==> config.mk <==
export PLATFORM = sky130hd
export DESIGN_NAME = spatial_audio_gain_pan_unit
export DESIGN_NICKNAME = d
export VERILOG_FILES = /design/src/design/sagp_pkg.sv /design/src/design/sagp_front.sv /design/src/design/sagp_queue.sv /design/src/design/sagp_back.sv /design/src/design/spatial_audio_gain_pan_unit.sv
export VERILOG_INCLUDE_DIRS = /design/src /design/src/design
export SDC_FILE = /design/constraint.sdc
export NUM_CORES = 2
export LEC_CHECK = 0
export BUFFER_PORTS_ARGS = -buffer_cell sky130_fd_sc_hd__buf_4
export CAP_MARGIN = 20
export CORE_AREA = 3 3 485 487
export CTS_CLUSTER_SIZE = 40
export DETAILED_ROUTE_END_ITERATION = 10
export DIE_AREA = 0 0 488 490
export PLACE_DENSITY_LB_ADDON = 0.08
export SYNTH_ARGS = -nofsm -noshare
export SYNTH_HDL_FRONTEND = slang
export SYNTH_HIERARCHICAL = 1
export SYNTH_SLANG_ARGS = --single-unit
==> constraint.sdc <==
create_clock -name clk -period 13.5 [get_ports clk]
set_input_delay 2.025 -clock clk [delete_from_list [all_inputs] [get_ports clk]]
set_output_delay 2.025 -clock clk [all_outputs]
set_load 0.1 [all_outputs]
==> src/design/spatial_audio_gain_pan_unit_defines.svh <==
// assertion macros used by the back end (sagp_back)
`ifndef SPATIAL_AUDIO_GAIN_PAN_UNIT_DEFINES_SVH
`define SPATIAL_AUDIO_GAIN_PAN_UNIT_DEFINES_SVH

// same-cycle implication, checked on clk, off during reset
`define SAGP_ASSERT_IMP(lbl, pre, post, msg) \
    lbl: assert property (@(posedge clk) disable iff (!rst_n) (pre) |-> (post)) \
        else $error(msg);

// next-cycle implication, checked on clk, off during reset
`define SAGP_ASSERT_NXT(lbl, pre, post, msg) \
    lbl: assert property (@(posedge clk) disable iff (!rst_n) (pre) |=> (post)) \
        else $error(msg);

`endif

==> src/design/sagp_pkg.sv <==
package sagp_pkg;

    localparam logic [15:0] UNITY_Q15   = 16'd32768;
    localparam logic [7:0]  LEVEL_MAX   = 8'd255;
    localparam logic [7:0]  EV_RESET    = 8'd128;
    // ceil(2^33 / 255), exact divide by 255 for quotients of values below 2^25
    localparam logic [25:0] GAIN_RECIP  = 26'd33686019;
    // smallest product whose scaled gain reaches unity
    localparam logic [31:0] GAIN_SAT_X  = 32'd1069547520;

    typedef enum logic [1:0] {
        JOB_GLOBAL,
        JOB_SKIP,
        JOB_SPATIAL
    } job_kind_t;

    typedef struct packed {
        job_kind_t   kind;
        logic [32:0] ax;
        logic [32:0] ay;
        logic        dx_pos;
        logic [30:0] rin;
        logic [30:0] rout;
        logic [23:0] base;
    } job_t;

    typedef struct packed {
        logic full;
        logic empty;
    } q_status_t;

    typedef enum logic [2:0] {
        B_IDLE,
        B_SQ,
        B_SQRT,
        B_PREP,
        B_LEVEL,
        B_MULT,
        B_FRAC,
        B_DONE
    } back_state_t;

endpackage

==> src/design/sagp_front.sv <==
module sagp_front (
    input  logic               clk,
    input  logic               rst_n,
    input  logic               cfg_valid,
    output logic               cfg_ready,
    input  logic [7:0]         cfg_data,
    input  logic               in_valid,
    output logic               in_ready,
    input  logic signed [31:0] ear_x,
    input  logic signed [31:0] ear_y,
    input  logic signed [31:0] source_x,
    input  logic signed [31:0] source_y,
    input  logic signed [31:0] inner_radius,
    input  logic signed [31:0] outer_radius,
    input  logic               spatial,
    input  logic [15:0]        source_volume,
    input  sagp_pkg::q_status_t q_status,
    output logic               push,
    output sagp_pkg::job_t     push_job
);
    import sagp_pkg::*;

    logic [7:0]         ev_reg;
    logic signed [32:0] dx;
    logic signed [32:0] dy;
    logic               range_bad;

    always_ff @(posedge clk or negedge rst_n)
    begin
        if (!rst_n)
        begin
            ev_reg <= EV_RESET;
        end
        else if (cfg_valid)
        begin
            ev_reg <= cfg_data;
        end
    end

    assign cfg_ready = 1'b1;
    assign in_ready  = !q_status.full;
    assign push      = in_valid && !q_status.full;

    always_comb
    begin
        dx = {source_x[31], source_x} - {ear_x[31], ear_x};
        dy = {source_y[31], source_y} - {ear_y[31], ear_y};
        range_bad = outer_radius[31] || (outer_radius == 32'sd0) || inner_radius[31];

        push_job.ax     = dx[32] ? (~dx + 33'd1) : dx;
        push_job.ay     = dy[32] ? (~dy + 33'd1) : dy;
        push_job.dx_pos = !dx[32] && (dx != 33'sd0);
        push_job.rout   = outer_radius[30:0];
        // overlapping rings: inner ring counts as zero
        push_job.rin    = (inner_radius >= outer_radius) ? 31'd0 : inner_radius[30:0];
        push_job.base   = 24'(ev_reg) * 24'(source_volume);
        if (!spatial)
        begin
            push_job.kind = JOB_GLOBAL;
        end
        else if (range_bad)
        begin
            push_job.kind = JOB_SKIP;
        end
        else
        begin
            push_job.kind = JOB_SPATIAL;
        end
    end

endmodule

==> src/design/sagp_queue.sv <==
module sagp_queue #(
    parameter int DEPTH = 2
) (
    input  logic                clk,
    input  logic                rst_n,
    input  logic                push,
    input  sagp_pkg::job_t      push_job,
    input  logic                pop,
    output sagp_pkg::job_t      pop_job,
    output sagp_pkg::q_status_t q_status
);
    import sagp_pkg::*;

    localparam int PW = (DEPTH > 1) ? $clog2(DEPTH) : 1;
    localparam int CW = $clog2(DEPTH + 1);

    job_t          mem [DEPTH];
    logic [PW-1:0] wr_ptr_reg;
    logic [PW-1:0] rd_ptr_reg;
    logic [CW-1:0] count_reg;

    always_ff @(posedge clk)
    begin
        if (push)
        begin
            mem[wr_ptr_reg] <= push_job;
        end
    end

    always_ff @(posedge clk or negedge rst_n)
    begin
        if (!rst_n)
        begin
            wr_ptr_reg <= '0;
            rd_ptr_reg <= '0;
            count_reg  <= '0;
        end
        else
        begin
            if (push)
            begin
                wr_ptr_reg <= (wr_ptr_reg == PW'(DEPTH - 1)) ? '0 : wr_ptr_reg + 1'b1;
            end
            if (pop)
            begin
                rd_ptr_reg <= (rd_ptr_reg == PW'(DEPTH - 1)) ? '0 : rd_ptr_reg + 1'b1;
            end
            if (push && !pop)
            begin
                count_reg <= count_reg + 1'b1;
            end
            else if (pop && !push)
            begin
                count_reg <= count_reg - 1'b1;
            end
        end
    end

    assign pop_job        = mem[rd_ptr_reg];
    assign q_status.full  = (count_reg == CW'(DEPTH));
    assign q_status.empty = (count_reg == '0);

endmodule

==> src/design/sagp_back.sv <==
`include "spatial_audio_gain_pan_unit_defines.svh"

module sagp_back (
    input  logic                clk,
    input  logic                rst_n,
    input  sagp_pkg::q_status_t q_status,
    input  sagp_pkg::job_t      pop_job,
    output logic                pop,
    output logic                out_valid,
    input  logic                out_ready,
    output logic                skipped,
    output logic                muted,
    output logic [7:0]          distance_level,
    output logic [15:0]         gain,
    output logic [15:0]         left_gain,
    output logic [15:0]         right_gain
);
    import sagp_pkg::*;

    back_state_t state_reg, state_next;
    logic [5:0]  cnt_reg;
    job_t        job_reg;
    logic        mute_reg;
    logic [65:0] acc_reg;
    logic [32:0] mqx_reg, mqy_reg;
    logic [65:0] mcx_reg, mcy_reg;
    logic [35:0] rem_reg;
    logic [32:0] root_reg;
    logic [40:0] num_reg;
    logic [37:0] dsh_reg;
    logic [7:0]  lvl_reg;
    logic [31:0] gx_reg;
    logic [14:0] gq_reg;
    logic        gsat_reg;
    logic [45:0] pn_reg;
    logic [44:0] pd_reg;
    logic [14:0] pq_reg;
    logic        psat_reg;

    logic        out_valid_reg;
    logic        skipped_reg, muted_reg;
    logic [7:0]  level_reg;
    logic [15:0] gain_reg, left_reg, right_reg;

    logic        load;
    logic        last_sq, last_sqrt, last_level, last_frac;

    logic [65:0] sq_sum;
    logic [37:0] rem_sh, trial;
    logic        root_bit;
    logic [32:0] rin33, eff;
    logic [30:0] denom;
    logic [40:0] n_prep;
    logic        mute_prep;
    logic        lvl_bit, p_bit;
    logic [31:0] gx_mult;
    logic [50:0] g_prod;

    logic        res_skip, res_mute;
    logic [7:0]  res_level;
    logic [15:0] res_gain, res_left, res_right, pan_p;
    logic [16:0] glob_g;

    logic        mute_ok, skip_ok;

    assign last_sq    = (cnt_reg == 6'd32);
    assign last_sqrt  = (cnt_reg == 6'd32);
    assign last_level = (cnt_reg == 6'd7);
    assign last_frac  = (cnt_reg == 6'd14);

    // datapath step logic
    always_comb
    begin
        sq_sum = acc_reg + (mqx_reg[0] ? mcx_reg : 66'd0) + (mqy_reg[0] ? mcy_reg : 66'd0);

        rem_sh   = {rem_reg, acc_reg[65:64]};
        trial    = {3'd0, root_reg, 2'b01};
        root_bit = (rem_sh >= trial);

        rin33     = {2'd0, job_reg.rin};
        eff       = (root_reg < rin33) ? 33'd0 : root_reg - rin33;
        denom     = job_reg.rout - job_reg.rin;
        n_prep    = {eff, 8'd0} - {8'd0, eff};
        mute_prep = (n_prep >= {2'd0, denom, 8'd0});

        lvl_bit = (num_reg >= {3'd0, dsh_reg});
        gx_mult = 32'(job_reg.base) * 32'(LEVEL_MAX - lvl_reg);
        // divide by 128 * 255: drop 7 bits, then reciprocal multiply for 255
        g_prod  = 51'(gx_reg[31:7]) * 51'(GAIN_RECIP);
        p_bit   = (pn_reg >= {1'b0, pd_reg});
    end

    // next state
    always_comb
    begin
        state_next = state_reg;
        case (state_reg)
            B_IDLE:
            begin
                if (!q_status.empty)
                begin
                    state_next = (pop_job.kind == JOB_SPATIAL) ? B_SQ : B_DONE;
                end
            end
            B_SQ:    state_next = last_sq ? B_SQRT : B_SQ;
            B_SQRT:  state_next = last_sqrt ? B_PREP : B_SQRT;
            B_PREP:  state_next = mute_prep ? B_DONE : B_LEVEL;
            B_LEVEL: state_next = last_level ? B_MULT : B_LEVEL;
            B_MULT:  state_next = B_FRAC;
            B_FRAC:  state_next = last_frac ? B_DONE : B_FRAC;
            B_DONE:  state_next = load ? B_IDLE : B_DONE;
            default: state_next = B_IDLE;
        endcase
    end

    // control outputs
    always_comb
    begin
        pop  = (state_reg == B_IDLE) && !q_status.empty;
        load = (state_reg == B_DONE) && (!out_valid_reg || out_ready);
    end

    // result assembly
    always_comb
    begin
        glob_g    = job_reg.base[23:7];
        pan_p     = psat_reg ? UNITY_Q15 : {1'b0, pq_reg};
        res_skip  = 1'b0;
        res_mute  = 1'b0;
        res_level = 8'd0;
        res_gain  = 16'd0;
        res_left  = 16'd0;
        res_right = 16'd0;
        case (job_reg.kind)
            JOB_GLOBAL:
            begin
                res_gain  = (glob_g > 17'(UNITY_Q15)) ? UNITY_Q15 : glob_g[15:0];
                res_left  = UNITY_Q15;
                res_right = UNITY_Q15;
            end
            JOB_SPATIAL:
            begin
                if (mute_reg)
                begin
                    res_mute  = 1'b1;
                    res_level = LEVEL_MAX;
                end
                else
                begin
                    res_level = lvl_reg;
                    res_gain  = gsat_reg ? UNITY_Q15 : {1'b0, gq_reg};
                    res_left  = job_reg.dx_pos ? UNITY_Q15 - pan_p : UNITY_Q15;
                    res_right = job_reg.dx_pos ? UNITY_Q15 : UNITY_Q15 - pan_p;
                end
            end
            default:
            begin
                res_skip = 1'b1;
            end
        endcase
    end

    always_ff @(posedge clk or negedge rst_n)
    begin
        if (!rst_n)
        begin
            state_reg     <= B_IDLE;
            cnt_reg       <= 6'd0;
            out_valid_reg <= 1'b0;
        end
        else
        begin
            state_reg <= state_next;
            cnt_reg   <= (state_next != state_reg) ? 6'd0 : cnt_reg + 6'd1;
            if (load)
            begin
                out_valid_reg <= 1'b1;
            end
            else if (out_ready)
            begin
                out_valid_reg <= 1'b0;
            end
        end
    end

    always_ff @(posedge clk)
    begin
        case (state_reg)
            B_IDLE:
            begin
                job_reg  <= pop_job;
                mute_reg <= 1'b0;
                acc_reg  <= 66'd0;
                mqx_reg  <= pop_job.ax;
                mqy_reg  <= pop_job.ay;
                mcx_reg  <= {33'd0, pop_job.ax};
                mcy_reg  <= {33'd0, pop_job.ay};
                rem_reg  <= 36'd0;
                root_reg <= 33'd0;
            end
            B_SQ:
            begin
                acc_reg <= sq_sum;
                mqx_reg <= mqx_reg >> 1;
                mqy_reg <= mqy_reg >> 1;
                mcx_reg <= mcx_reg << 1;
                mcy_reg <= mcy_reg << 1;
            end
            B_SQRT:
            begin
                acc_reg  <= acc_reg << 2;
                rem_reg  <= root_bit ? 36'(rem_sh - trial) : rem_sh[35:0];
                root_reg <= {root_reg[31:0], root_bit};
            end
            B_PREP:
            begin
                mute_reg <= mute_prep;
                num_reg  <= n_prep;
                dsh_reg  <= {denom, 7'd0};
                lvl_reg  <= 8'd0;
            end
            B_LEVEL:
            begin
                if (lvl_bit)
                begin
                    num_reg <= num_reg - {3'd0, dsh_reg};
                end
                dsh_reg <= dsh_reg >> 1;
                lvl_reg <= {lvl_reg[6:0], lvl_bit};
            end
            B_MULT:
            begin
                gx_reg   <= gx_mult;
                gsat_reg <= (gx_mult >= GAIN_SAT_X);
                gq_reg   <= 15'd0;
                psat_reg <= (job_reg.ax >= {2'd0, job_reg.rout});
                pn_reg   <= {job_reg.ax[30:0], 15'd0};
                pd_reg   <= {job_reg.rout, 14'd0};
                pq_reg   <= 15'd0;
            end
            B_FRAC:
            begin
                gq_reg <= g_prod[47:33];
                if (p_bit)
                begin
                    pn_reg <= pn_reg - {1'b0, pd_reg};
                end
                pd_reg <= pd_reg >> 1;
                pq_reg <= {pq_reg[13:0], p_bit};
            end
            default:
            begin
            end
        endcase

        if (load)
        begin
            skipped_reg <= res_skip;
            muted_reg   <= res_mute;
            level_reg   <= res_level;
            gain_reg    <= res_gain;
            left_reg    <= res_left;
            right_reg   <= res_right;
        end
    end

    assign out_valid      = out_valid_reg;
    assign skipped        = skipped_reg;
    assign muted          = muted_reg;
    assign distance_level = level_reg;
    assign gain           = gain_reg;
    assign left_gain      = left_reg;
    assign right_gain     = right_reg;

    assign mute_ok = (gain_reg == 16'd0) && (left_reg == 16'd0) && (right_reg == 16'd0)
                     && (level_reg == LEVEL_MAX);
    assign skip_ok = !muted_reg && (gain_reg == 16'd0) && (level_reg == 8'd0);

    `SAGP_ASSERT_IMP(a_muted_silent, out_valid_reg && muted_reg, mute_ok, "muted beat not silent")
    `SAGP_ASSERT_IMP(a_skip_clean, out_valid_reg && skipped_reg, skip_ok, "skipped beat not clean")
    `SAGP_ASSERT_IMP(a_level_count, state_reg == B_LEVEL, cnt_reg < 6'd8, "level divide overran")
    `SAGP_ASSERT_NXT(a_load_done, load, (state_reg == B_IDLE) && out_valid_reg, "job not retired")

endmodule

==> src/design/spatial_audio_gain_pan_unit.sv <==
// Distance attenuation and stereo pan, one result beat per source beat. A global
// source (spatial low) is popped from the queue and then handed off to the output
// register. A spatial source is popped, then runs a bit-serial square-and-sum of
// the offsets, a digit-by-digit square root, a prep step, the falloff-level
// divide, a multiply step and the pan divide with the gain taken by a reciprocal
// multiply alongside, and is then handed off to the output register. A source
// beyond the outer ring skips the level, gain and pan steps. A skipped source
// takes the same path as a global one. The front end takes a source beat every
// cycle while the job queue has room, so beats can arrive back to back while the
// back end works and while a result waits on out_ready. Coordinates and radii are
// signed Q24.8, gains Q1.15 with 32768 meaning unity. engine_volume resets to 128
// and the user must write it through the cfg port only while idle; the block
// itself does not enforce this.
module spatial_audio_gain_pan_unit #(
    parameter int QUEUE_DEPTH = 2
) (
    input  logic               clk,
    input  logic               rst_n,
    // configuration: engine volume
    input  logic               cfg_valid,
    output logic               cfg_ready,
    input  logic [7:0]         cfg_data,
    // source beats
    input  logic               in_valid,
    output logic               in_ready,
    input  logic signed [31:0] ear_x,
    input  logic signed [31:0] ear_y,
    input  logic signed [31:0] source_x,
    input  logic signed [31:0] source_y,
    input  logic signed [31:0] inner_radius,
    input  logic signed [31:0] outer_radius,
    input  logic               spatial,
    input  logic [15:0]        source_volume,
    // result beats
    output logic               out_valid,
    input  logic               out_ready,
    output logic               skipped,
    output logic               muted,
    output logic [7:0]         distance_level,
    output logic [15:0]        gain,
    output logic [15:0]        left_gain,
    output logic [15:0]        right_gain
);
    import sagp_pkg::*;

    // front to queue
    logic      push;
    job_t      push_job;
    // queue to back
    logic      pop;
    job_t      pop_job;
    q_status_t q_status;

    // classify the source, fold in engine volume, take offsets apart
    sagp_front u_front (
        .clk           (clk),
        .rst_n         (rst_n),
        .cfg_valid     (cfg_valid),
        .cfg_ready     (cfg_ready),
        .cfg_data      (cfg_data),
        .in_valid      (in_valid),
        .in_ready      (in_ready),
        .ear_x         (ear_x),
        .ear_y         (ear_y),
        .source_x      (source_x),
        .source_y      (source_y),
        .inner_radius  (inner_radius),
        .outer_radius  (outer_radius),
        .spatial       (spatial),
        .source_volume (source_volume),
        .q_status      (q_status),
        .push          (push),
        .push_job      (push_job)
    );

    // short job queue decoupling the two ends
    sagp_queue #(
        .DEPTH (QUEUE_DEPTH)
    ) u_queue (
        .clk      (clk),
        .rst_n    (rst_n),
        .push     (push),
        .push_job (push_job),
        .pop      (pop),
        .pop_job  (pop_job),
        .q_status (q_status)
    );

    // iterative distance, level, gain and pan, with output register
    sagp_back u_back (
        .clk            (clk),
        .rst_n          (rst_n),
        .q_status       (q_status),
        .pop_job        (pop_job),
        .pop            (pop),
        .out_valid      (out_valid),
        .out_ready      (out_ready),
        .skipped        (skipped),
        .muted          (muted),
        .distance_level (distance_level),
        .gain           (gain),
        .left_gain      (left_gain),
        .right_gain     (right_gain)
    );

endmodule

* Word level (Yosys, flattened, before mapping)
Memory sizes are Yosys's and may differ from the RTL's.
Index checks and enable logic that the tools add are counted.
** Storage, ports and cells
- Memories :: 1
- Bits in writable memories :: 310
- Logic and storage cells :: 176
- Bits of input ports :: 222
- Bits in registers :: 778
** Operators by class
- Bitwise operators :: 2
- Magnitude comparators :: 9
- $add $sub $neg :: 19
- $mul :: 3
- Equality and inequality tests :: 16
- Reductions and logical operators :: 31
- Muxes and demuxes :: 58
** Memory list
- u_queue.mem :: words 2, width 155, read ports 1, clocked after Yosys merged registers in 0, wr ports 1, RTL line sagp_queue.sv:17 : job_t mem [DEPTH];
** Operator list (number)
- 66-bit case mux with 2 select lines :: 2
- 33-bit case mux with 2 select lines :: 3
- 66-bit case mux with 3 select lines :: 1
- 66-bit adder :: 2
- 66-bit two-way mux :: 2
- 16-bit two-way mux :: 8
- 33-bit two-way mux :: 3
- 16-bit case mux with 2 select lines :: 3
- 46-bit case mux with 2 select lines :: 1
- 45-bit case mux with 2 select lines :: 1
- 41-bit case mux with 2 select lines :: 1
- 38-bit case mux with 2 select lines :: 1
- 36-bit case mux with 2 select lines :: 1
- 33-bit by 1-bit adder with 33-bit output (second input constant) :: 2
- 33-bit NOT :: 2
- 32-bit by 32-bit subtractor with 33-bit output :: 2
- 15-bit case mux with 2 select lines :: 2
- 25-bit by 26-bit multiplier with 48-bit output (second input constant) :: 1
- 46-bit by 45-bit >= comparator with 1-bit output :: 1
- 46-bit two-way mux :: 1
- 46-bit by 45-bit subtractor with 46-bit output :: 1
- 41-bit by 38-bit >= comparator with 1-bit output :: 1
- 41-bit by 39-bit >= comparator with 1-bit output :: 1
- 41-bit two-way mux :: 1
- 49 further kinds :: 94

* Longest topological paths before layout
- Word-level depth :: 8
- Depth in mapped cells :: 35
- Gate-level depth less buffers :: 33

* Hierarchy
The synthesis kept the hierarchy.
** Modules (own cells, without submodules)
- sagp_back :: times used 1, area each 58358.5 um2, cells each 5948, seq. area each 22741.8 um2
- sagp_queue :: times used 1, area each 11426.0 um2, cells each 498, seq. area each 9409.0 um2
- sagp_front :: times used 1, area each 11054.4 um2, cells each 1494, seq. area each 201.4 um2

* Least setup slack after synthesis
Ideal clock, no wire load.
- Kind :: register -> register
- Start point :: register u_back.state_reg[1]
- End point :: register u_back.cnt_reg[2]
- Required time :: 13364 ps
- Stages on the path, launching flop included :: 10
- Setup slack :: 2786 ps
- Clock period less this slack :: 10714 ps
- Arrival time :: 10578 ps
- Buffers on the path :: 1
- Cells stage by stage :: dfrtp_1 clkbuf_1 nor2_1 o21ai_0 a21oi_1 a21oi_1 o41ai_1 nor3b_1 a31oi_1 nor2_1
** Between the ends
- Cells in the longest elaborated chain, start to end :: 6
- Elaborated cells between the ends (all ways) :: 14
** RTL lines
- start, declared :: RTL line sagp_back.sv:20 : back_state_t state_reg, state_next;
- start signal, assigned :: RTL line sagp_back.sv:173 : state_reg <= state_next;
- 3-bit equality test :: RTL line sagp_back.sv:97, sagp_back.sv:120
- 1-bit logical AND :: RTL line sagp_back.sv:120 : load = (state_reg == B_DONE) && (!out_valid_reg || out_ready);
- 3-bit two-way mux :: RTL line sagp_back.sv:111 : B_DONE: state_next = load ? B_IDLE : B_DONE;
- 3-bit case mux with 8 select lines :: RTL line sagp_back.sv:97 : case (state_reg)
- 3-bit inequality test * :: RTL line sagp_back.sv:174 : cnt_reg <= (state_next != state_reg) ? 6'd0 : cnt_reg + 6'd1;
- 6-bit two-way mux * :: RTL line sagp_back.sv:174
- end signal, assigned :: RTL line sagp_back.sv:174
- end, declared :: RTL line sagp_back.sv:21 : logic [5:0] cnt_reg;
Every way passes the cells marked *; elsewhere a longest branch is shown, timed or not.
A chain may end at the register's enable or synchronous reset.

* Final worst setup path
- Start point :: register u_back.root_reg[21]
- End point :: register u_back.mute_reg, data pin
** Between the ends
- Cells in the longest elaborated chain, start to end :: 5
- Elaborated cells between the ends (all ways) :: 6
** RTL lines
- start, declared :: RTL line sagp_back.sv:28 : logic [32:0] root_reg;
- start signal, assigned :: RTL line sagp_back.sv:213 : root_reg <= {root_reg[31:0], root_bit};
- 33-bit by 31-bit subtractor with 33-bit output / 33-bit by 31-bit less-than comparator with 1-bit output (equally long branches) :: RTL line sagp_back.sv:81 : eff = (root_reg < rin33) ? 33'd0 : root_reg - rin33;
- 33-bit two-way mux * :: RTL line sagp_back.sv:81
- 41-bit by 33-bit subtractor with 41-bit output * :: RTL line sagp_back.sv:83 : n_prep = {eff, 8'd0} - {8'd0, eff};
- 41-bit by 39-bit >= comparator with 1-bit output * :: RTL line sagp_back.sv:84 : mute_prep = (n_prep >= {2'd0, denom, 8'd0});
- 1-bit case mux with 2 select lines * :: RTL line sagp_back.sv:188 : case (state_reg)
- end signal, assigned :: RTL line sagp_back.sv:217 : mute_reg <= mute_prep;
- end, declared :: RTL line sagp_back.sv:23 : logic mute_reg;
Marks and branches as above.

==> results.cfg <==
[outcome]
status = complete, no violations

[synth]
synthesis.nets = 9223
synth-seq-cells = 1081
area_fraction_in_compound_gates_after_synthesis_pct = 12.9
synth_top_family_by_area = adder cells
synthesis_warnings = 6
netlist-cell-type-count = 101
netlist_area_sq_mm = 0.0808
synthFlopType = sky130_fd_sc_hd__edfxtp_1
postSynthAreaPerCell_sq_um = 10.2
synthXorXnorAreaFrac_pct = 4.61
synth-seq-area-share_pct = 40.0
yosys.area_share.adder_pct = 19.4
synth-edff-count = 1059
ys_async_sr_fraction_pct = 2.04
yosys-mux-area-fraction_pct = 2.47
syn-instance-count = 7940
simple_gate_fraction_of_synth_area_pct = 15.2

[worst_setup_path]
criticalPathCategory = reg2reg
worst-endpoint-arrival_ns = 8.86
timing.reg2reg.setup_slack_ns = 5.17
critical_path_peak_fanout = 34
critPathRequiredTime_ns = 14.03
critical_path.endpoint_type = flop
crit_path_start_kind = flop

[finish]
fillerInstances = 23000
seqCellArea_sq_mm = 0.0324
layout-drive-gt1-share_pct = 9.84
multi_input_comb_area_sq_mm = 0.0443
final_nets = 9415
fin_util_pct = 39.1
largest_reg_flops = 310
area_growth_from_synthesis_to_layout_pct = 12.0
final_cells = 11300

[global_route]
grt.overflow.total = 0
number_of_global_route_vias_before_repair = 58700
global_route_usage_sum_pct = 19.8
grt_pass1_wl_mm = 364
antenna_found_initial = 25
grt_start_max_net_pins = 183

[die]
num_rows = 177
io-pin-count = 283
die-area_sq_mm = 0.239
core_sq_mm = 0.232
die_w_microns = 488
die_height_microns = 490
initial_utilization_pct = 34.9

[cts]
cts.sink_count = 1081
ctsRootBufferMaster = sky130_fd_sc_hd__clkbuf_16
clock_pin_slew_on_the_worst_setup_and_hold_paths_ns = 0.06
cts_post_setup_buffers_inserted = 0
cts-htree-levels = 4
clk-insertion-delay-late_ns = 0.79
cts_buffer_count = 138
clockBufferDepth = 3
cts_tree = yes
hold_buffers = 0
post_cts_resize_count = 0

[placement]
io_buffer_count = 281
gp_congestion = 0.881
dpl.hpwl_mm = 184
placed_cells = 11000

[job]
drv.max_cap_violation_count = 0

[drt]
post_drt_wl_per_cell_microns = 21.1
via_per_inst = 5.12
met2RoutedLength_mm = 107
drcViolationCount = 0
ant_nets = 0
initialDrtViolationCount = 3597
detailedRoute.firstPassIterationCount = 6
top_layer = met5
drt-met1-wl_mm = 116
met3_wirelength_mm = 11.3
detailroute.via_count = 57900
wl_mm = 239

[sta]
finClkSkew_ns = 0.0236
number_of_hold_slack_violations_in_the_final_timing_report = 0
worst_slew_pin_slew_ns = 1.20
slew_headroom_pct = 20.2
portion_of_the_clock_cycle_consumed_by_the_worst_path_in_the_final_layout_pct = 61.7
post-route-min-period_ns = 8.33
setup_tns_ns = 0
rsz0062_at_grt = no
max_freq_ghz = 0.120
report.final.setup_viol = 0
holdWs_ns = 0.496
report.final.slew_viol_count = 0

[worst_hold_path]
hold_crit_class = reg2reg
## routing by layer
metal / vias to the layer above / global-route usage [%]
li1: 28200 / -
met5: - / 0
met1: 28300 / 28.6
met4: 16 / 3.92
met3: 232 / 3.13
met2: 1095 / 31.1
## Yosys cell counts (60+ instances only)
master,instances,share of area [%]
sky130_fd_sc_hd__nor2b_1,189,1.5
sky130_fd_sc_hd__o21ai_0,417,2.6
sky130_fd_sc_hd__nand4_1,90,0.70
sky130_fd_sc_hd__ha_1,737,11
sky130_fd_sc_hd__xnor2_1,238,2.6
sky130_fd_sc_hd__nor2_1,464,2.2
sky130_fd_sc_hd__nor3_1,89,0.55
sky130_fd_sc_hd__fa_1,324,8.0
sky130_fd_sc_hd__o21a_1,81,0.75
sky130_fd_sc_hd__a21o_1,226,2.1
sky130_fd_sc_hd__nand3_1,98,0.61
sky130_fd_sc_hd__xor2_1,186,2.0
sky130_fd_sc_hd__o21bai_1,60,0.56
sky130_fd_sc_hd__clkbuf_1,195,0.91
sky130_fd_sc_hd__and2_1,396,3.1
sky130_fd_sc_hd__nand2b_1,150,1.2
sky130_fd_sc_hd__a21oi_1,435,2.7
sky130_fd_sc_hd__mux2_2,172,2.4
sky130_fd_sc_hd__edfxtp_1,1059,39
sky130_fd_sc_hd__inv_1,796,3.7
sky130_fd_sc_hd__nand2_1,798,3.7
## kinds of logic (layout without fill, tap and decap cells)
family | count (synthesis) | in the layout
simple gates | 2480 | 2480
compound gates | 1635 | 1635
flops | 1081 | 1081
buf+inv | 1079 | 1381
fa+ha+maj | 1061 | 1061
xor+xnor | 425 | 425
mux | 178 | 178
other cells | 1 | 12
## area by class of cell
| type | count | area share (%) |
|---|---|---|
| Tap cell | 3043 | 4.20 |
| Clock buffer | 165 | 3.98 |
| Inverter | 796 | 3.30 |
| Timing Repair Buffer | 335 | 2.83 |
| Sequential cell | 1081 | 35.7 |
| Clock inverter | 85 | 0.996 |
| Antenna cell | 11 | 0.0304 |
| Multi-Input combinational cell | 5780 | 48.9 |
## cell usage in the layout (no fill, tap or decap), types with 15 or more instances in the layout
master,count
sky130_fd_sc_hd__dfrtp_1,20
sky130_fd_sc_hd__clkinv_2,25
sky130_fd_sc_hd__a21o_1,226
sky130_fd_sc_hd__inv_1,796
sky130_fd_sc_hd__mux2_2,172
sky130_fd_sc_hd__a21boi_0,15
sky130_fd_sc_hd__nand2b_1,150
sky130_fd_sc_hd__o21a_1,81
sky130_fd_sc_hd__a211o_1,18
sky130_fd_sc_hd__o211ai_1,32
sky130_fd_sc_hd__nor3_1,87
sky130_fd_sc_hd__and2_1,394
sky130_fd_sc_hd__or3_1,37
sky130_fd_sc_hd__clkbuf_1,24
sky130_fd_sc_hd__a21oi_1,434
sky130_fd_sc_hd__a41oi_1,18
sky130_fd_sc_hd__o31ai_1,38
sky130_fd_sc_hd__nand3_1,98
sky130_fd_sc_hd__edfxtp_1,1059
sky130_fd_sc_hd__nand4_1,90
sky130_fd_sc_hd__a211oi_1,39
sky130_fd_sc_hd__nor2_1,460
sky130_fd_sc_hd__clkinv_1,20
sky130_fd_sc_hd__ha_1,737
sky130_fd_sc_hd__o21ai_0,415
sky130_fd_sc_hd__a31oi_1,50
sky130_fd_sc_hd__fa_1,324
sky130_fd_sc_hd__buf_4,332
sky130_fd_sc_hd__nand2_1,797
sky130_fd_sc_hd__nor4_1,34
sky130_fd_sc_hd__xnor2_1,238
sky130_fd_sc_hd__nor2b_1,188
sky130_fd_sc_hd__xor2_1,186
sky130_fd_sc_hd__clkbuf_16,140
sky130_fd_sc_hd__or2_2,21
sky130_fd_sc_hd__a22o_1,20
sky130_fd_sc_hd__and3_1,46
sky130_fd_sc_hd__o21bai_1,60
## critical path, cell delays in order, from the launching register on
cell,delay [ns]
sky130_fd_sc_hd__edfxtp_1,0.39
sky130_fd_sc_hd__ha_1,0.46
sky130_fd_sc_hd__nand4_1,0.23
sky130_fd_sc_hd__nor3_1,0.38
sky130_fd_sc_hd__nand4_1,0.17
sky130_fd_sc_hd__a311oi_2,0.44
sky130_fd_sc_hd__or2_2,0.60
sky130_fd_sc_hd__o311ai_0,0.40
sky130_fd_sc_hd__ha_1,0.45
sky130_fd_sc_hd__a21oi_1,0.08
sky130_fd_sc_hd__o21ai_0,0.44
sky130_fd_sc_hd__o21bai_1,0.14
sky130_fd_sc_hd__a21oi_1,0.15
sky130_fd_sc_hd__o21ai_0,0.16
sky130_fd_sc_hd__o31ai_1,0.57
sky130_fd_sc_hd__xor2_1,0.29
sky130_fd_sc_hd__ha_1,0.29
sky130_fd_sc_hd__a21o_1,0.18
sky130_fd_sc_hd__a21o_1,0.16
sky130_fd_sc_hd__a21oi_1,0.15
sky130_fd_sc_hd__nor2_1,0.06
sky130_fd_sc_hd__a2111oi_0,0.41
sky130_fd_sc_hd__o21ai_0,0.20
sky130_fd_sc_hd__and2_1,0.19
sky130_fd_sc_hd__a2111oi_0,0.34
sky130_fd_sc_hd__nand2_1,0.19
sky130_fd_sc_hd__or3_1,0.39
sky130_fd_sc_hd__and2_1,0.14
## metrics by stage
| stage | instance area [sq um] | setup slack [ns] |
|---|---|---|
| 3_3_place_gp | 86000 | 5.36 |
| 6_report | 90600 | 5.17 |
| 2_1_floorplan | 80800 | 2.79 |
| 4_1_cts | 90500 | 5.11 |
| 5_1_grt | 90600 | 4.62 |
| 3_5_place_dp | 86000 | 5.11 |
## final timing paths
kind / start / end / cells past startpoint
hold / removal: u_back/cnt_reg[0] / u_back/cnt_reg[0] / 1
setup reg to reg: u_back/root_reg[21] / u_back/mute_reg / 27
max in group asynchronous: rst_n / u_queue/rd_ptr_reg / 1
hold reg to reg: u_back/cnt_reg[0] / u_back/cnt_reg[0] / 1
setup / recovery: u_back/root_reg[21] / u_back/mute_reg / 27
min in group asynchronous: rst_n / u_front/ev_reg[2] / 1
Power is left out: the tool's default activity adds up to more than one toggle a clock period on the data nets, which glitch-free logic cannot reach.
